[src/design/iss_pkg.sv]
// ----------------------------------------------------------------------------
// Irrigation sector sequencer package
// Shared constants, register codes and item types of the sequencer.
// ----------------------------------------------------------------------------
package iss_pkg;

   localparam int SECTORS     = 8;
   localparam int LEVEL_BITS  = 8;
   localparam int IDX_BITS    = 4;
   localparam int BYTE_BITS   = 8;
   localparam int CSR_IDX_BITS = 3;
   localparam int CSR_DATA_BITS = 64;

   typedef enum logic [CSR_IDX_BITS-1:0] {
      CSR_ENABLE      = 3'd0,
      CSR_TANK_START  = 3'd1,
      CSR_TANK_EMPTY  = 3'd2,
      CSR_TARGETS     = 3'd3,
      CSR_MAX_SECONDS = 3'd4,
      CSR_PUMP_MODE   = 3'd5,
      CSR_SECTORS     = 3'd6
   } csr_index_type;

   typedef enum logic [1:0] {
      PUMP_PRESSURE   = 2'd0,
      PUMP_FILL       = 2'd1,
      PUMP_FILL_SOLAR = 2'd2
   } pump_mode_type;

   localparam logic        ENABLE_RESET      = 1'b0;
   localparam logic [7:0]  TANK_START_RESET  = 8'd25;
   localparam logic [7:0]  TANK_EMPTY_RESET  = 8'd5;
   localparam logic [63:0] TARGETS_RESET     = 64'h5050_5050_5050_5050;
   localparam logic [15:0] MAX_SECONDS_RESET = 16'd300;
   localparam logic [1:0]  PUMP_MODE_RESET   = 2'd0;
   localparam logic [IDX_BITS-1:0] SECTORS_RESET = 4'd8;

   typedef struct packed {
      logic eligible;
      logic keep;
   } lane_flags_type;

   typedef struct packed {
      logic [7:0]          valve_mask;
      logic                pump_on;
      logic [IDX_BITS-1:0] active_sector;
      logic                timer_load;
      logic                schedule_rearm;
   } rsp_payload_type;

endpackage

[src/design/iss_if.sv]
// ----------------------------------------------------------------------------
// Irrigation sector sequencer channels
// Valid/ready channels for event items, result items and register writes.
// ----------------------------------------------------------------------------
interface iss_req_if;
   logic        valid;
   logic        ready;
   logic        cmd;
   logic        timer_done;
   logic        power_ok;
   logic        solar_ok;
   logic        tank_valid;
   logic [7:0]  tank_level;
   logic [7:0]  moisture_valid;
   logic [63:0] moisture_levels;

   modport source (output valid, cmd, timer_done, power_ok, solar_ok, tank_valid,
                   tank_level, moisture_valid, moisture_levels, input ready);
   modport sink (input valid, cmd, timer_done, power_ok, solar_ok, tank_valid,
                 tank_level, moisture_valid, moisture_levels, output ready);
endinterface

interface iss_rsp_if;
   logic       valid;
   logic       ready;
   logic [7:0] valve_mask;
   logic       pump_on;
   logic [3:0] active_sector;
   logic       timer_load;
   logic       schedule_rearm;

   modport source (output valid, valve_mask, pump_on, active_sector, timer_load,
                   schedule_rearm, input ready);
   modport sink (input valid, valve_mask, pump_on, active_sector, timer_load,
                 schedule_rearm, output ready);
endinterface

interface iss_csr_if;
   logic        valid;
   logic        ready;
   logic [2:0]  index;
   logic [63:0] data;

   modport source (output valid, index, data, input ready);
   modport sink (input valid, index, data, output ready);
endinterface

[src/design/iss_lane.sv]
// ----------------------------------------------------------------------------
// Sector lane
// Compares one sector's moisture reading with its target.
// ----------------------------------------------------------------------------
module iss_lane (
   input  logic [iss_pkg::LEVEL_BITS-1:0] level,
   input  logic [iss_pkg::LEVEL_BITS-1:0] target,
   input  logic                           reading_valid,
   output iss_pkg::lane_flags_type        flags
);
   import iss_pkg::*;

   logic below;

   assign below          = level < target;
   assign flags.eligible = reading_valid & below;
   assign flags.keep     = ~reading_valid | below;

endmodule

[src/design/iss_merge.sv]
// ----------------------------------------------------------------------------
// Lane merge
// Finds the first eligible sector at or above a start index and below the
// sector count, and selects the keep flag of the active sector.
// ----------------------------------------------------------------------------
module iss_merge (
   input  iss_pkg::lane_flags_type         flags [iss_pkg::SECTORS],
   input  logic [iss_pkg::IDX_BITS-1:0]    from_idx,
   input  logic [iss_pkg::IDX_BITS-1:0]    count,
   input  logic [iss_pkg::IDX_BITS-1:0]    active,
   output logic [iss_pkg::IDX_BITS-1:0]    found,
   output logic                            keep
);
   import iss_pkg::*;

   always_comb begin
      found = count;
      keep  = 1'b0;
      for (int k = SECTORS - 1; k >= 0; k--) begin
         if (flags[k].eligible && (IDX_BITS'(k) >= from_idx) && (IDX_BITS'(k) < count)) begin
            found = IDX_BITS'(k);
         end
      end
      for (int k = 0; k < SECTORS; k++) begin
         if (active == IDX_BITS'(k)) begin
            keep = flags[k].keep;
         end
      end
   end

endmodule

[src/design/irrigation_sector_sequencer.sv]
// ----------------------------------------------------------------------------
// Irrigation sector sequencer
// The result item of an accepted event item is registered before it appears.
// Throughput: one item per cycle while results are taken; all sector lanes
// compare in parallel; the merge stage's priority encoder is combinational.
// A two-entry output buffer keeps input ready registered against output stalls.
// Reset restores register defaults and idles the sequence; no clearing pass.
// ----------------------------------------------------------------------------
module irrigation_sector_sequencer (
   input logic       clock,
   input logic       reset,
   iss_req_if.sink   req_ch,
   iss_rsp_if.source rsp_ch,
   iss_csr_if.sink   csr_ch
);
   import iss_pkg::*;

   logic                enable_ff;
   logic [7:0]          tank_start_ff;
   logic [7:0]          tank_empty_ff;
   logic [63:0]         targets_ff;
   logic [15:0]         max_seconds_ff;
   logic [1:0]          pump_mode_ff;
   logic [IDX_BITS-1:0] sectors_ff;
   logic [IDX_BITS-1:0] active_ff;
   logic [IDX_BITS-1:0] active_in;

   logic                out_valid_ff;
   logic                out_valid_in;
   rsp_payload_type     out_data_ff;
   rsp_payload_type     out_data_in;
   logic                skid_valid_ff;
   logic                skid_valid_in;
   rsp_payload_type     skid_data_ff;
   logic                req_ready_ff;

   logic                accept;
   logic                take;
   logic                csr_write;
   logic [IDX_BITS-1:0] count;
   logic [IDX_BITS-1:0] csr_count;
   logic [IDX_BITS-1:0] cur;
   logic [IDX_BITS-1:0] from_idx;
   logic [IDX_BITS-1:0] found;
   logic                keep;
   logic                tank_ok;
   logic                can_start;
   logic                blocked;
   logic                running;
   logic                load;
   logic                rearm;
   logic                pump;
   rsp_payload_type     result;
   lane_flags_type      flags [SECTORS];

   assign accept    = req_ch.valid & req_ready_ff;
   assign take      = out_valid_ff & rsp_ch.ready;
   assign csr_write = csr_ch.valid & csr_ch.ready;

   assign req_ch.ready = req_ready_ff;
   assign csr_ch.ready = 1'b1;

   assign count     = (sectors_ff > IDX_BITS'(SECTORS)) ? IDX_BITS'(SECTORS) : sectors_ff;
   assign csr_count = (csr_ch.data[IDX_BITS-1:0] > IDX_BITS'(SECTORS)) ?
                      IDX_BITS'(SECTORS) : csr_ch.data[IDX_BITS-1:0];
   assign cur       = (active_ff > count) ? count : active_ff;
   assign from_idx  = (cur < count) ? cur + IDX_BITS'(1) : '0;

   for (genvar k = 0; k < SECTORS; k++) begin : g_lane
      iss_lane u_lane (
         .level         (req_ch.moisture_levels[BYTE_BITS*k +: LEVEL_BITS]),
         .target        (targets_ff[BYTE_BITS*k +: LEVEL_BITS]),
         .reading_valid (req_ch.moisture_valid[k]),
         .flags         (flags[k])
      );
   end

   iss_merge u_merge (
      .flags    (flags),
      .from_idx (from_idx),
      .count    (count),
      .active   (cur),
      .found    (found),
      .keep     (keep)
   );

   assign tank_ok   = ~req_ch.tank_valid | (req_ch.tank_level > tank_empty_ff);
   assign can_start = ~req_ch.tank_valid | (req_ch.tank_level >= tank_start_ff);
   assign blocked   = ~enable_ff | ~req_ch.power_ok | ~tank_ok;

   always_comb begin
      active_in = cur;
      load      = 1'b0;
      rearm     = 1'b0;
      if (req_ch.cmd) begin
         if ((cur < count) && blocked) begin
            active_in = count;
         end
      end else begin
         if (cur < count) begin
            if (req_ch.timer_done || blocked || !keep) begin
               active_in = blocked ? count : found;
            end
            load = (active_in < count) && (active_in != cur);
         end else if (req_ch.timer_done && !blocked && can_start) begin
            active_in = found;
            load      = found < count;
         end
         rearm = active_in >= count;
      end
   end

   assign running = active_in < count;

   always_comb begin
      unique case (pump_mode_ff)
         PUMP_PRESSURE:   pump = running & tank_ok;
         PUMP_FILL:       pump = req_ch.tank_valid & ~can_start;
         PUMP_FILL_SOLAR: pump = req_ch.tank_valid & ~can_start & req_ch.solar_ok;
         default:         pump = 1'b0;
      endcase
   end

   always_comb begin
      for (int b = 0; b < 8; b++) begin
         result.valve_mask[b] = running && (active_in == IDX_BITS'(b));
      end
      result.pump_on        = pump;
      result.active_sector  = running ? active_in + IDX_BITS'(1) : '0;
      result.timer_load     = load;
      result.schedule_rearm = rearm;
   end

   always_comb begin
      out_valid_in  = out_valid_ff;
      out_data_in   = out_data_ff;
      skid_valid_in = skid_valid_ff;
      if (take) begin
         if (skid_valid_ff) begin
            out_data_in   = skid_data_ff;
            skid_valid_in = 1'b0;
         end else begin
            out_valid_in = accept;
            out_data_in  = result;
         end
      end else if (accept) begin
         if (out_valid_ff) begin
            skid_valid_in = 1'b1;
         end else begin
            out_valid_in = 1'b1;
            out_data_in  = result;
         end
      end
   end

   always_ff @(posedge clock) begin
      if (reset) begin
         enable_ff      <= ENABLE_RESET;
         tank_start_ff  <= TANK_START_RESET;
         tank_empty_ff  <= TANK_EMPTY_RESET;
         targets_ff     <= TARGETS_RESET;
         max_seconds_ff <= MAX_SECONDS_RESET;
         pump_mode_ff   <= PUMP_MODE_RESET;
         sectors_ff     <= SECTORS_RESET;
         active_ff      <= (SECTORS_RESET > IDX_BITS'(SECTORS)) ?
                           IDX_BITS'(SECTORS) : SECTORS_RESET;
         out_valid_ff   <= 1'b0;
         skid_valid_ff  <= 1'b0;
         req_ready_ff   <= 1'b0;
      end else begin
         out_valid_ff  <= out_valid_in;
         skid_valid_ff <= skid_valid_in;
         req_ready_ff  <= ~skid_valid_in;
         if (accept) begin
            active_ff <= active_in;
         end else if (csr_write && (csr_ch.index == CSR_SECTORS) && (active_ff > csr_count)) begin
            active_ff <= csr_count;
         end
         if (csr_write) begin
            unique case (csr_ch.index)
               CSR_ENABLE:      enable_ff      <= csr_ch.data[0];
               CSR_TANK_START:  tank_start_ff  <= csr_ch.data[7:0];
               CSR_TANK_EMPTY:  tank_empty_ff  <= csr_ch.data[7:0];
               CSR_TARGETS:     targets_ff     <= csr_ch.data;
               CSR_MAX_SECONDS: max_seconds_ff <= csr_ch.data[15:0];
               CSR_PUMP_MODE:   pump_mode_ff   <= csr_ch.data[1:0];
               CSR_SECTORS:     sectors_ff     <= csr_ch.data[IDX_BITS-1:0];
               default: ;
            endcase
         end
      end
   end

   always_ff @(posedge clock) begin
      out_data_ff <= out_data_in;
      if (accept && !take && out_valid_ff) begin
         skid_data_ff <= result;
      end
   end

   assign rsp_ch.valid          = out_valid_ff;
   assign rsp_ch.valve_mask     = out_data_ff.valve_mask;
   assign rsp_ch.pump_on        = out_data_ff.pump_on;
   assign rsp_ch.active_sector  = out_data_ff.active_sector;
   assign rsp_ch.timer_load     = out_data_ff.timer_load;
   assign rsp_ch.schedule_rearm = out_data_ff.schedule_rearm;

endmodule

[src/flat_wrapper.sv]
// flat-port wrapper written by rule: the top's interface ports become plain ports
module irrigation_sector_sequencer_flat import iss_pkg::*;
  (clock, reset, req_ch_valid, req_ch_cmd, req_ch_timer_done, req_ch_power_ok, req_ch_solar_ok, req_ch_tank_valid, req_ch_tank_level, req_ch_moisture_valid, req_ch_moisture_levels, req_ch_ready, rsp_ch_valid, rsp_ch_valve_mask, rsp_ch_pump_on, rsp_ch_active_sector, rsp_ch_timer_load, rsp_ch_schedule_rearm, rsp_ch_ready, csr_ch_valid, csr_ch_index, csr_ch_data, csr_ch_ready);
  iss_req_if req_ch_i ();
  iss_rsp_if rsp_ch_i ();
  iss_csr_if csr_ch_i ();
  input logic clock;
  input logic reset;
  input wire logic [$bits(req_ch_i.valid)-1:0] req_ch_valid;
  input wire logic [$bits(req_ch_i.cmd)-1:0] req_ch_cmd;
  input wire logic [$bits(req_ch_i.timer_done)-1:0] req_ch_timer_done;
  input wire logic [$bits(req_ch_i.power_ok)-1:0] req_ch_power_ok;
  input wire logic [$bits(req_ch_i.solar_ok)-1:0] req_ch_solar_ok;
  input wire logic [$bits(req_ch_i.tank_valid)-1:0] req_ch_tank_valid;
  input wire logic [$bits(req_ch_i.tank_level)-1:0] req_ch_tank_level;
  input wire logic [$bits(req_ch_i.moisture_valid)-1:0] req_ch_moisture_valid;
  input wire logic [$bits(req_ch_i.moisture_levels)-1:0] req_ch_moisture_levels;
  output wire logic [$bits(req_ch_i.ready)-1:0] req_ch_ready;
  output wire logic [$bits(rsp_ch_i.valid)-1:0] rsp_ch_valid;
  output wire logic [$bits(rsp_ch_i.valve_mask)-1:0] rsp_ch_valve_mask;
  output wire logic [$bits(rsp_ch_i.pump_on)-1:0] rsp_ch_pump_on;
  output wire logic [$bits(rsp_ch_i.active_sector)-1:0] rsp_ch_active_sector;
  output wire logic [$bits(rsp_ch_i.timer_load)-1:0] rsp_ch_timer_load;
  output wire logic [$bits(rsp_ch_i.schedule_rearm)-1:0] rsp_ch_schedule_rearm;
  input wire logic [$bits(rsp_ch_i.ready)-1:0] rsp_ch_ready;
  input wire logic [$bits(csr_ch_i.valid)-1:0] csr_ch_valid;
  input wire logic [$bits(csr_ch_i.index)-1:0] csr_ch_index;
  input wire logic [$bits(csr_ch_i.data)-1:0] csr_ch_data;
  output wire logic [$bits(csr_ch_i.ready)-1:0] csr_ch_ready;
  assign req_ch_i.valid = req_ch_valid;
  assign req_ch_i.cmd = req_ch_cmd;
  assign req_ch_i.timer_done = req_ch_timer_done;
  assign req_ch_i.power_ok = req_ch_power_ok;
  assign req_ch_i.solar_ok = req_ch_solar_ok;
  assign req_ch_i.tank_valid = req_ch_tank_valid;
  assign req_ch_i.tank_level = req_ch_tank_level;
  assign req_ch_i.moisture_valid = req_ch_moisture_valid;
  assign req_ch_i.moisture_levels = req_ch_moisture_levels;
  assign req_ch_ready = req_ch_i.ready;
  assign rsp_ch_valid = rsp_ch_i.valid;
  assign rsp_ch_valve_mask = rsp_ch_i.valve_mask;
  assign rsp_ch_pump_on = rsp_ch_i.pump_on;
  assign rsp_ch_active_sector = rsp_ch_i.active_sector;
  assign rsp_ch_timer_load = rsp_ch_i.timer_load;
  assign rsp_ch_schedule_rearm = rsp_ch_i.schedule_rearm;
  assign rsp_ch_i.ready = rsp_ch_ready;
  assign csr_ch_i.valid = csr_ch_valid;
  assign csr_ch_i.index = csr_ch_index;
  assign csr_ch_i.data = csr_ch_data;
  assign csr_ch_ready = csr_ch_i.ready;
  irrigation_sector_sequencer u_core (.clock(clock), .reset(reset), .req_ch(req_ch_i), .rsp_ch(rsp_ch_i), .csr_ch(csr_ch_i));
endmodule
[config.mk]
export PLATFORM = sky130hd
export DESIGN_NAME = irrigation_sector_sequencer_flat
export DESIGN_NICKNAME = d
export VERILOG_FILES = /design/src/design/iss_pkg.sv /design/src/design/iss_if.sv /design/src/design/iss_lane.sv /design/src/design/iss_merge.sv /design/src/design/irrigation_sector_sequencer.sv /design/src/flat_wrapper.sv
export SDC_FILE = /design/constraint.sdc
export NUM_CORES = 1
export LEC_CHECK = 0
export BUFFER_PORTS_ARGS = -buffer_cell sky130_fd_sc_hd__buf_4
export CAP_MARGIN = 20
export CORE_ASPECT_RATIO = 2
export CORE_UTILIZATION = 28
export DETAILED_ROUTE_END_ITERATION = 8
export RECOVER_POWER = 25
export SYNTH_ARGS = -nofsm -noshare
export SYNTH_HDL_FRONTEND = slang
export SYNTH_HIERARCHICAL = 1
export SYNTH_SLANG_ARGS = --single-unit
export TNS_END_PERCENT = 10
[constraint.sdc]
create_clock -name clock -period 17.9 [get_ports clock]
set_input_delay 0 -clock clock [delete_from_list [all_inputs] [get_ports clock]]
set_output_delay 0 -clock clock [all_outputs]
set_load 0.05 [all_outputs]
==> results.yml, run 1 <==
grt:
  grt-busiest-layer: "met2"
  grt_pass1_wl_mm: 40.4
  grt_overflow: 0
  grt_pass1_vias: 7986
  grtUsageMet3_pct: 3.15
  grt_max_degree: 95
  grtUsageMet2_pct: 34.6
  grt_usage_pct: 17.9
  antenna_found_initial: 1
  grt_use_met1_pct: 16.0
synth:
  yosys_warnings: 6
  ys_types: 81
  synth_common_cells: "207 x nand2_1, 101 x ha_1, 101 x inv_1, 94 x dfxtp_1, 93 x a21oi_1"
  synthDominantCellAreaShare_pct: 22.7
  synth_edf_count: 30
  synth_nets: 1263
  ys_dominant_reg_cell: "dfxtp_1"
  async_flop_share_pct: 0
  synthMostInstantiatedCell: "nand2_1"
  syn-cell-area_um2: 8300
  ys_top_cells_by_area: "dfxtp_1 23%, ha_1 15%, edfxtp_1 11%"
  yosysTopAreaCell: "dfxtp_1"
  syn_area_per_cell_um2: 8.25
  netlist_instances: 1005
  ys_seq_area_share_pct: 33.5
  ys_ff_latch: 124
power:
  ir_drop_uv: 55.9
  p_per_area_nw_per_um2: 83.5
  power.leakage_uw: 0.00465
critical_path:
  crit_required_ns: 18.21
  crit_fanout: 15
  crit_buf_inv: 1
  endpoint_kind: "flop"
  critPathKind: "reg2reg"
  max_stage_delay_ns: 0.63
  worstPathArrival_ns: 8.89
  worstSetupPathDepth: 25
  ff2ff_path_depth: 25
  cp-start-kind: "flop"
  cp_slowest_cell: "o211ai_1"
  crit_family: "compound AO/OA/AOI/OAI gates"
  r2r_slack_ns: 9.32
  crit_path_frequent_cell: "ha_1"
clock_network:
  clk_latency_ns: 0.44
  cts_sinks: 124
  cts_resized: 0
  clk_pin_slew_worst_paths_ns: 0.06
  cts_tree: "yes"
  holdBufCountCts: 71
  numCtsBuffers: 17
  cts_buffer_depth: 2
  cts_root_buf: "clkbuf_16"
  cts_setup_buffers: 0
  h-tree-depth: 4
sta:
  relSlewSlack_pct: 30.5
  min_period_over_period_pct: 48.0
  rsz0062_at_grt: "no"
  finalClockSkew_ns: 0.0121
  setup_tns_ns: 0
  fmax_mhz: 117
  hold_viol_final: 0
  min_period_ns: 8.58
  drv_slew: 0
  worst_pin_slew_ns: 1.04
  finalSetupViolations: 0
floorplan:
  rows: 88
  coreArea_um2: 29000
  start_util_pct: 28.6
  io_pins: 175
  fp.dieH_um: 245
  dieArea_um2: 30400
  die_w_um: 124
detailed_routing:
  vias: 7858
  firstDrtPassIters: 7
  wl_per_cell_um: 16.2
  drt-total-wl_mm: 26.0
  drt_iter0_markers: 311
  drtAntennaViolNets: 0
  vias_per_cell: 4.88
  route.detailed.drc: 0
run:
  cap_viol_max_count: 0
status:
  status: "finished, final reports clean"
min_path:
  holdPathStages: 4
  min_path_type: "in2reg"
place:
  placed_area_um2: 9920
  io_buffers: 173
  dpl.hpwl_mm: 19.8
  gp_congestion: 0.870
cells_and_area:
  fin_area_um2: 11200
  drive_gt1_share_pct: 18.3
  area_growth_pct: 34.5
  layout.nets: 1494
cells by family after synthesis:
group                    synth area share (%)
AND/OR/NAND/NOR                          21.6
buffers and inverters                    6.58
flip-flops                               33.5
adder cells (fa/ha/maj)                  15.2
AO/OA/AOI/OAI                            19.1
multiplexers                             2.93
other                                  0.0452
XOR/XNOR                                0.950
path summary, 6_finish.rpt:
kind | startpoint | to
max | u_core/sectors_ff[3] | u_core/rsp_ch.valve_mask[5]
min | csr_ch_valid | u_core/pump_mode_ff[1]
max reg2reg | u_core/sectors_ff[3] | u_core/rsp_ch.valve_mask[5]
min reg2reg | u_core/targets_ff[37] | u_core/targets_ff[37]
power by group:
part / switching (uW) / internal (uW) / leakage, uW
logic: 159 / 112 / 0.00331
clock network: 142 / 209 / 0.000294
registers: 6.39 / 303 / 0.00105
cell type report:
cell class / instances / area [um^2]
fillers: 3006 / 17800
multi-input cells: 742 / 4970
flip-flops and latches: 124 / 2780
repair buffers: 249 / 1980
clock buffers: 22 / 487
well taps: 360 / 450
inverters: 102 / 383
clock inverters: 10 / 100
diodes: 1 / 2.50
worst register-to-register path: cells and delay by family (launching register included):
kind,cells,cell delay [ns]
and+or+nand+nor,10,2.74
adders and majority gates,3,1.11
AOI/OAI and AO/OA,11,3.79
buffers and inverters,1,0.32
DFF,1,0.49
metrics by stage:
step	total power, uW	worst slack [ns]	utilization [%]	cells	hold WS, ns
after floorplan	491	10.85	-	1005	0.118
after global placement	576	9.45	34.3	1505	0.212
after detailed placement	578	9.32	34.3	1505	0.216
after CTS	950	9.32	38.7	1608	0.00132
after global routing	983	8.63	38.5	1610	0.0325
final	932	9.32	38.5	1610	0.0281
placed cells by master (no fill, tap or decap), drive strengths merged, types with 4 or more instances in the layout:
master / n
buf: 158
o21a: 9
o211ai: 4
a22o: 5
mux2i: 16
o31ai: 5
nor3b: 12
nand4: 4
a2111oi: 17
a31oi: 6
a21o: 4
nor3: 15
xnor2: 6
dlygate4sd3: 71
clkbuf: 42
nand2b: 18
nand3b: 19
o21ai: 55
clkinv: 4
nand3: 14
and2: 11
nor2: 43
inv: 107
nand2: 207
a21oi: 94
edfxtp: 30
a211o: 5
nor2b: 13
ha: 101
dfxtp: 94
layer usage:
layer / up-vias / wire (um)
met5: - / 0
met1: 3651 / 8930
met2: 179 / 14700
met3: 67 / 878
li1: 3961 / -
met4: 0 / 1510
state kept, by name, indices dropped and copies added, names as in the netlist, 2 cells and up:
name / flops
u_core/skid_data_ff: 15
u_core/pump_mode_ff: 2
u_core/tank_empty_ff: 8
u_core/sectors_ff: 4
u_core/rsp_ch.active_sector: 4
u_core/active_ff: 4
u_core/tank_start_ff: 8
u_core/targets_ff: 64
u_core/rsp_ch.valve_mask: 8
Power figures use the tool's default switching activity.
==> run 2: changes to the inputs <==
clock period = 7.83 ns   (was 17.9 ns; I/O delays follow)
==> run 2 against run 1 <==
Effect of this change:
- clock power increased by 110%
- hold slack improved by 0.015 ns
- largest power group unchanged
- wire length decreased by 0.73%
==> results.yml, run 2 (same netlist as run 1, synthesis figures left out) <==
status:
  status: "finished, final reports clean"
sta:
  min_period_ns: 6.93
  drv_slew: 0
  fmax_mhz: 144
  rsz0062_at_grt: "no"
  hold_viol_final: 0
  setup_tns_ns: 0
  whs_ns: 0.0428
  worst_pin_slew_ns: 0.997
  finalSetupViolations: 0
  min_period_over_period_pct: 88.5
  finalClockSkew_ns: 0.0144
  relSlewSlack_pct: 33.5
detailed_routing:
  route.detailed.drc: 0
  drtAntennaViolNets: 0
  drt-total-wl_mm: 25.8
  vias: 8001
  firstDrtPassIters: 4
  wl_per_cell_um: 15.9
  drt_iter0_markers: 230
  vias_per_cell: 4.92
clock_network:
  cts_buffer_depth: 2
  cts_sinks: 124
  clk_latency_ns: 0.45
  h-tree-depth: 4
  cts_setup_buffers: 0
  numCtsBuffers: 17
  cts_tree: "yes"
  cts_root_buf: "clkbuf_16"
  clk_pin_slew_worst_paths_ns: 0.07
critical_path:
  crit_required_ns: 8.12
  r2r_slack_ns: 0.90
  crit_fanout: 9
  critPathKind: "reg2reg"
  worstPathArrival_ns: 7.22
  critPathLaunch: "u_core/sectors_ff[2]"
  r2r_end: "u_core/rsp_ch.valve_mask[1]"
  ff2ff_path_depth: 26
  endpoint_kind: "flop"
  r2r_start: "u_core/sectors_ff[2]"
  cp-start-kind: "flop"
min_path:
  hold_end: "u_core/pump_mode_ff[0]"
  min_path_type: "in2reg"
  holdPathStages: 4
  hold_start: "csr_ch_valid"
cells_and_area:
  area_growth_pct: 35.5
  largest_reg_flops: 64
  drive_gt1_share_pct: 19.5
  layout.nets: 1512
  max_flop_register: "u_core/targets_ff"
  final_cell_mix: "207 x nand2_1, 175 x buf_4, 101 x inv_1, 101 x ha_1, 94 x dfxtp_1"
  multi_input_area_um2: 4970
  final_common_cell: "nand2_1"
  fill_cells: 2997
  largestRegisters: "u_core/targets_ff (64), u_core/skid_data_ff (15)"
  seq_area_um2: 2780
  n_antenna_cell: 0
floorplan:
  io_pins: 175
  start_util_pct: 28.6
  coreArea_um2: 29000
  rows: 88
  dieArea_um2: 30400
  fp.dieH_um: 245
  die_w_um: 124
place:
  gp_congestion: 0.847
  dpl.hpwl_mm: 20.0
  io_buffers: 173
grt:
  grt_max_degree: 95
  antenna_found_initial: 0
  grt_pass1_wl_mm: 40.3
  grt_overflow: 0
  grt_pass1_vias: 7981
  grt_usage_pct: 17.8
run:
  cap_viol_max_count: 0
power:
  p_per_area_nw_per_um2: 188
  power.leakage_uw: 0.00470
  ir_drop_uv: 136
## run 2: routing by layer
| layer | GRT usage, % | share of wire, % |
|---|---|---|
| met1 | 16.0 | 34 |
| met2 | 34.6 | 57 |
| met3 | 3.92 | 4.1 |
| met4 | 10.6 | 4.9 |
| met5 | 0 | 0 |
## run 2: repair_timing
item | in CTS | in global routing
hold buffers | 71 | 0
endpoints found under the hold margin | 94 | 0
resized for setup | 0 | 0
## run 2: layout make-up
| cell class | instances | area share [%] |
|---|---|---|
| sequential | 124 | 24.7 |
| timing repair buffer | 267 | 18.8 |
| clock inverter | 12 | 0.768 |
| clock buffer | 20 | 4.06 |
| multi-input combinational | 742 | 44.2 |
| inverter | 102 | 3.41 |
| tap | 360 | 4.01 |
## run 2: power by group
part / total [uW] / internal (uW) / switching [uW]
Sequential: 707 / 693 / 13.8
Clock: 744 / 422 / 322
Combinational: 662 / 288 / 374
## run 2: worst max-delay path, cell delays in order, from the launching register on
cell	delay, ns
dfxtp_1	0.35
nor2b_1	0.45
inv_1	0.12
ha_1	0.30
and4_1	0.22
a21o_1	0.21
nor2_4	0.17
mux2_2	0.46
ha_1	0.22
a211oi_1	0.24
nand2_1	0.13
o32a_1	0.35
nor2_1	0.35
o21ai_0	0.22
a2bb2oi_2	0.21
o21ai_2	0.09
nor3_2	0.23
nor2_1	0.07
nor3_1	0.17
a21oi_1	0.07
o221ai_1	0.24
ha_1	0.30
a2111oi_0	0.42
nand3_1	0.13
o32a_1	0.44
or3_4	0.42
o21ai_2	0.16
## run 2: worst max-delay path by stage
| stage | endpoint | slack [ns] |
|---|---|---|
| 2_1_floorplan | u_core/rsp_ch.valve_mask[0] | 0.78 |
| 3_3_place_gp | u_core/rsp_ch.valve_mask[0] | 1.05 |
| 3_5_place_dp | u_core/rsp_ch.valve_mask[0] | 0.98 |
| 4_1_cts | u_core/rsp_ch.valve_mask[1] | 0.91 |
| 5_1_grt | u_core/rsp_ch.valve_mask[1] | 0.37 |
| 6_report | u_core/rsp_ch.valve_mask[1] | 0.90 |
## run 2: through the flow
| stage | total power (uW) | setup slack, ns | util (%) | instance area (um^2) | instances |
|---|---|---|---|---|---|
| 2_1_floorplan | 1120 | 0.776 | - | 8300 | 1005 |
| 3_3_place_gp | 1360 | 1.05 | 34.7 | 10100 | 1523 |
| 3_5_place_dp | 1360 | 0.981 | 34.7 | 10100 | 1523 |
| 4_1_cts | 2150 | 0.906 | 39.1 | 11300 | 1626 |
| 5_1_grt | 2230 | 0.368 | 38.8 | 11200 | 1627 |
| 6_report | 2110 | 0.904 | 38.8 | 11200 | 1627 |
==> run 3: changes to the inputs <==
CORE_MARGIN = 8   (was unset)
==> run 3 against run 2 <==
Effect of this change:
- sequential power hardly changed
- design area is 0.17% higher
- critical endpoint is now u_core/rsp_ch.valve_mask[7]
- via count is 0.57% lower
- global-route usage is 3.1 points lower
- hold slack better by 0.018 ns
- sequential cell count stayed put
- wire length hardly changed
- power is 1.6% higher
- critical path depth is 1 higher
==> results.yml, run 3 (same netlist as run 1, synthesis figures left out) <==
power:
  switching_share_pct: 32.7
  ir_drop_uv: 144
  p_sw_uw: 702
  clockPowerShare_pct: 37.0
  power.leakage_uw: 0.00470
  p_int_uw: 1450
  p_per_area_nw_per_um2: 191
  seq_power_share_pct: 33.0
  power_frac_comb_pct: 30.0
grt:
  grt_pass1_vias: 8152
  grt_max_degree: 95
  grt_pass1_wl_mm: 41.0
  grt_usage_pct: 14.6
  antenna_found_initial: 0
  grt_overflow: 0
place:
  placement.setup.worst_slack_ns: 0.524
  placed_area_um2: 10000
  io_buffers: 173
  placed_cells: 1523
  gp_congestion: 0.846
  dpl.hpwl_mm: 19.8
floorplan:
  fp.dieH_um: 259
  die_w_um: 138
  rows: 89
  dieArea_um2: 35700
  io_pins: 175
  start_util_pct: 28.3
  coreArea_um2: 29300
sta:
  setup_tns_ns: 0
  finalClockSkew_ns: 0.0117
  min_period_ns: 7.24
  fmax_mhz: 138
  rsz0062_at_grt: "no"
  relSlewSlack_pct: 31.9
  worst_pin_slew_ns: 1.02
  finalSetupViolations: 0
  fin_ws_ns: 0.590
  hold_viol_final: 0
  min_period_over_period_pct: 92.5
  drv_slew: 0
clock_network:
  clk_pin_slew_worst_paths_ns: 0.06
  clk_latency_ns: 0.44
  cts_setup_buffers: 0
  cts_buffer_depth: 2
  cts_tree: "yes"
  numCtsBuffers: 17
  cts_root_buf: "clkbuf_16"
  h-tree-depth: 4
  cts_sinks: 124
detailed_routing:
  drt-total-wl_mm: 25.8
  drtAntennaViolNets: 0
  firstDrtPassIters: 5
  vias: 7955
  drt_iter0_markers: 461
  wl_per_cell_um: 15.9
  vias_per_cell: 4.89
  route.detailed.drc: 0
critical_path:
  crit_fanout: 15
  endpoint_kind: "flop"
  ff2ff_path_depth: 27
  crit_required_ns: 8.14
  cp-start-kind: "flop"
  worstPathArrival_ns: 7.55
  critPathKind: "reg2reg"
  r2r_slack_ns: 0.59
  r2r_start: "u_core/sectors_ff[3]"
  r2r_end: "u_core/rsp_ch.valve_mask[7]"
cells_and_area:
  final_cell_mix: "207 x nand2_1, 170 x buf_4, 101 x inv_1, 101 x ha_1, 94 x dfxtp_1"
  largest_reg_flops: 64
  area_growth_pct: 35.8
  n_antenna_cell: 0
  fin_area_um2: 11300
  drive_gt1_share_pct: 19.2
  final_core_util_pct: 38.5
  final_common_cell: "nand2_1"
  max_flop_register: "u_core/targets_ff"
  layout.nets: 1507
  largestRegisters: "u_core/targets_ff (64), u_core/skid_data_ff (15)"
  instances_no_fill: 1626
min_path:
  hold_start: "req_ch_tank_valid"
  holdPathStages: 4
  min_path_type: "in2reg"
  hold_end: "u_core/skid_data_ff[6]"
run:
  cap_viol_max_count: 0
status:
  status: "finished, final reports clean"
-- run 3: worst max-delay path by stage --
stage / end / start / cells after the start
5_1_grt: u_core/rsp_ch.valve_mask[7] / u_core/sectors_ff[3] / 27
4_1_cts: u_core/rsp_ch.valve_mask[7] / u_core/sectors_ff[3] / 26
3_5_place_dp: u_core/rsp_ch.valve_mask[7] / u_core/sectors_ff[3] / 26
3_3_place_gp: u_core/rsp_ch.valve_mask[6] / u_core/sectors_ff[3] / 26
2_1_floorplan: u_core/rsp_ch.valve_mask[0] / u_core/sectors_ff[3] / 29
6_report: u_core/rsp_ch.valve_mask[7] / u_core/sectors_ff[3] / 27
-- run 3: layout make-up --
class	instances	area (um^2)
Sequential cell	124	2780
Tap cell	364	455
Fill cell	2947	18000
Timing Repair Buffer	262	2070
Clock buffer	17	425
Multi-Input combinational cell	742	4980
Clock inverter	15	166
Inverter	102	383
-- run 3: repair_timing --
item | in CTS | in global routing
hold endpoints to repair | 99 | 0
gates resized for setup | 0 | 1
setup endpoints to repair | 0 | 10
hold buffers | 71 | 0
-- run 3: stage by stage --
step	total power, uW	hold WS, ns
2_1_floorplan	1120	0.118
3_3_place_gp	1340	0.210
3_5_place_dp	1350	0.216
4_1_cts	2190	0.0331
5_1_grt	2270	0.0785
6_report	2150	0.0605
-- run 3: routing by layer --
layer	share of wire, %	routed length (um)	global-route usage [%]
met5	0	0	0
met4	1.5	390	4.68
met2	48	12400	23.9
met1	43	11200	17.5
met3	7.2	1850	5.00
-- run 3: worst max-delay path: stages (launching register included) --
cell and delay [ns]:
dfxtp_1 0.70, inv_2 0.16, nand2_1 0.18, inv_1 0.09, ha_1 0.28, and4_1 0.18
a21o_1 0.21, nor2_4 0.17, mux2_2 0.46, ha_1 0.22, a211oi_1 0.23, nand2_1 0.14
o32a_1 0.36, nor2_1 0.34, o21ai_0 0.23, a2bb2oi_2 0.22, o21ai_2 0.08, nor3_2 0.34
nor2_1 0.09, nor3_1 0.18, a21oi_1 0.09, o221ai_1 0.26, ha_1 0.30, a2111oi_0 0.41
nand3_1 0.13, o32a_1 0.42, nor3b_2 0.43, a22o_1 0.21
-- run 3: power by group through the flow --
stage	clock, uW	combinational (uW)	sequential (uW)
2_1_floorplan	0	368	755
3_3_place_gp	0	613	723
3_5_place_dp	0	623	724
4_1_cts	821	655	710
5_1_grt	844	709	712
6_report	796	643	709
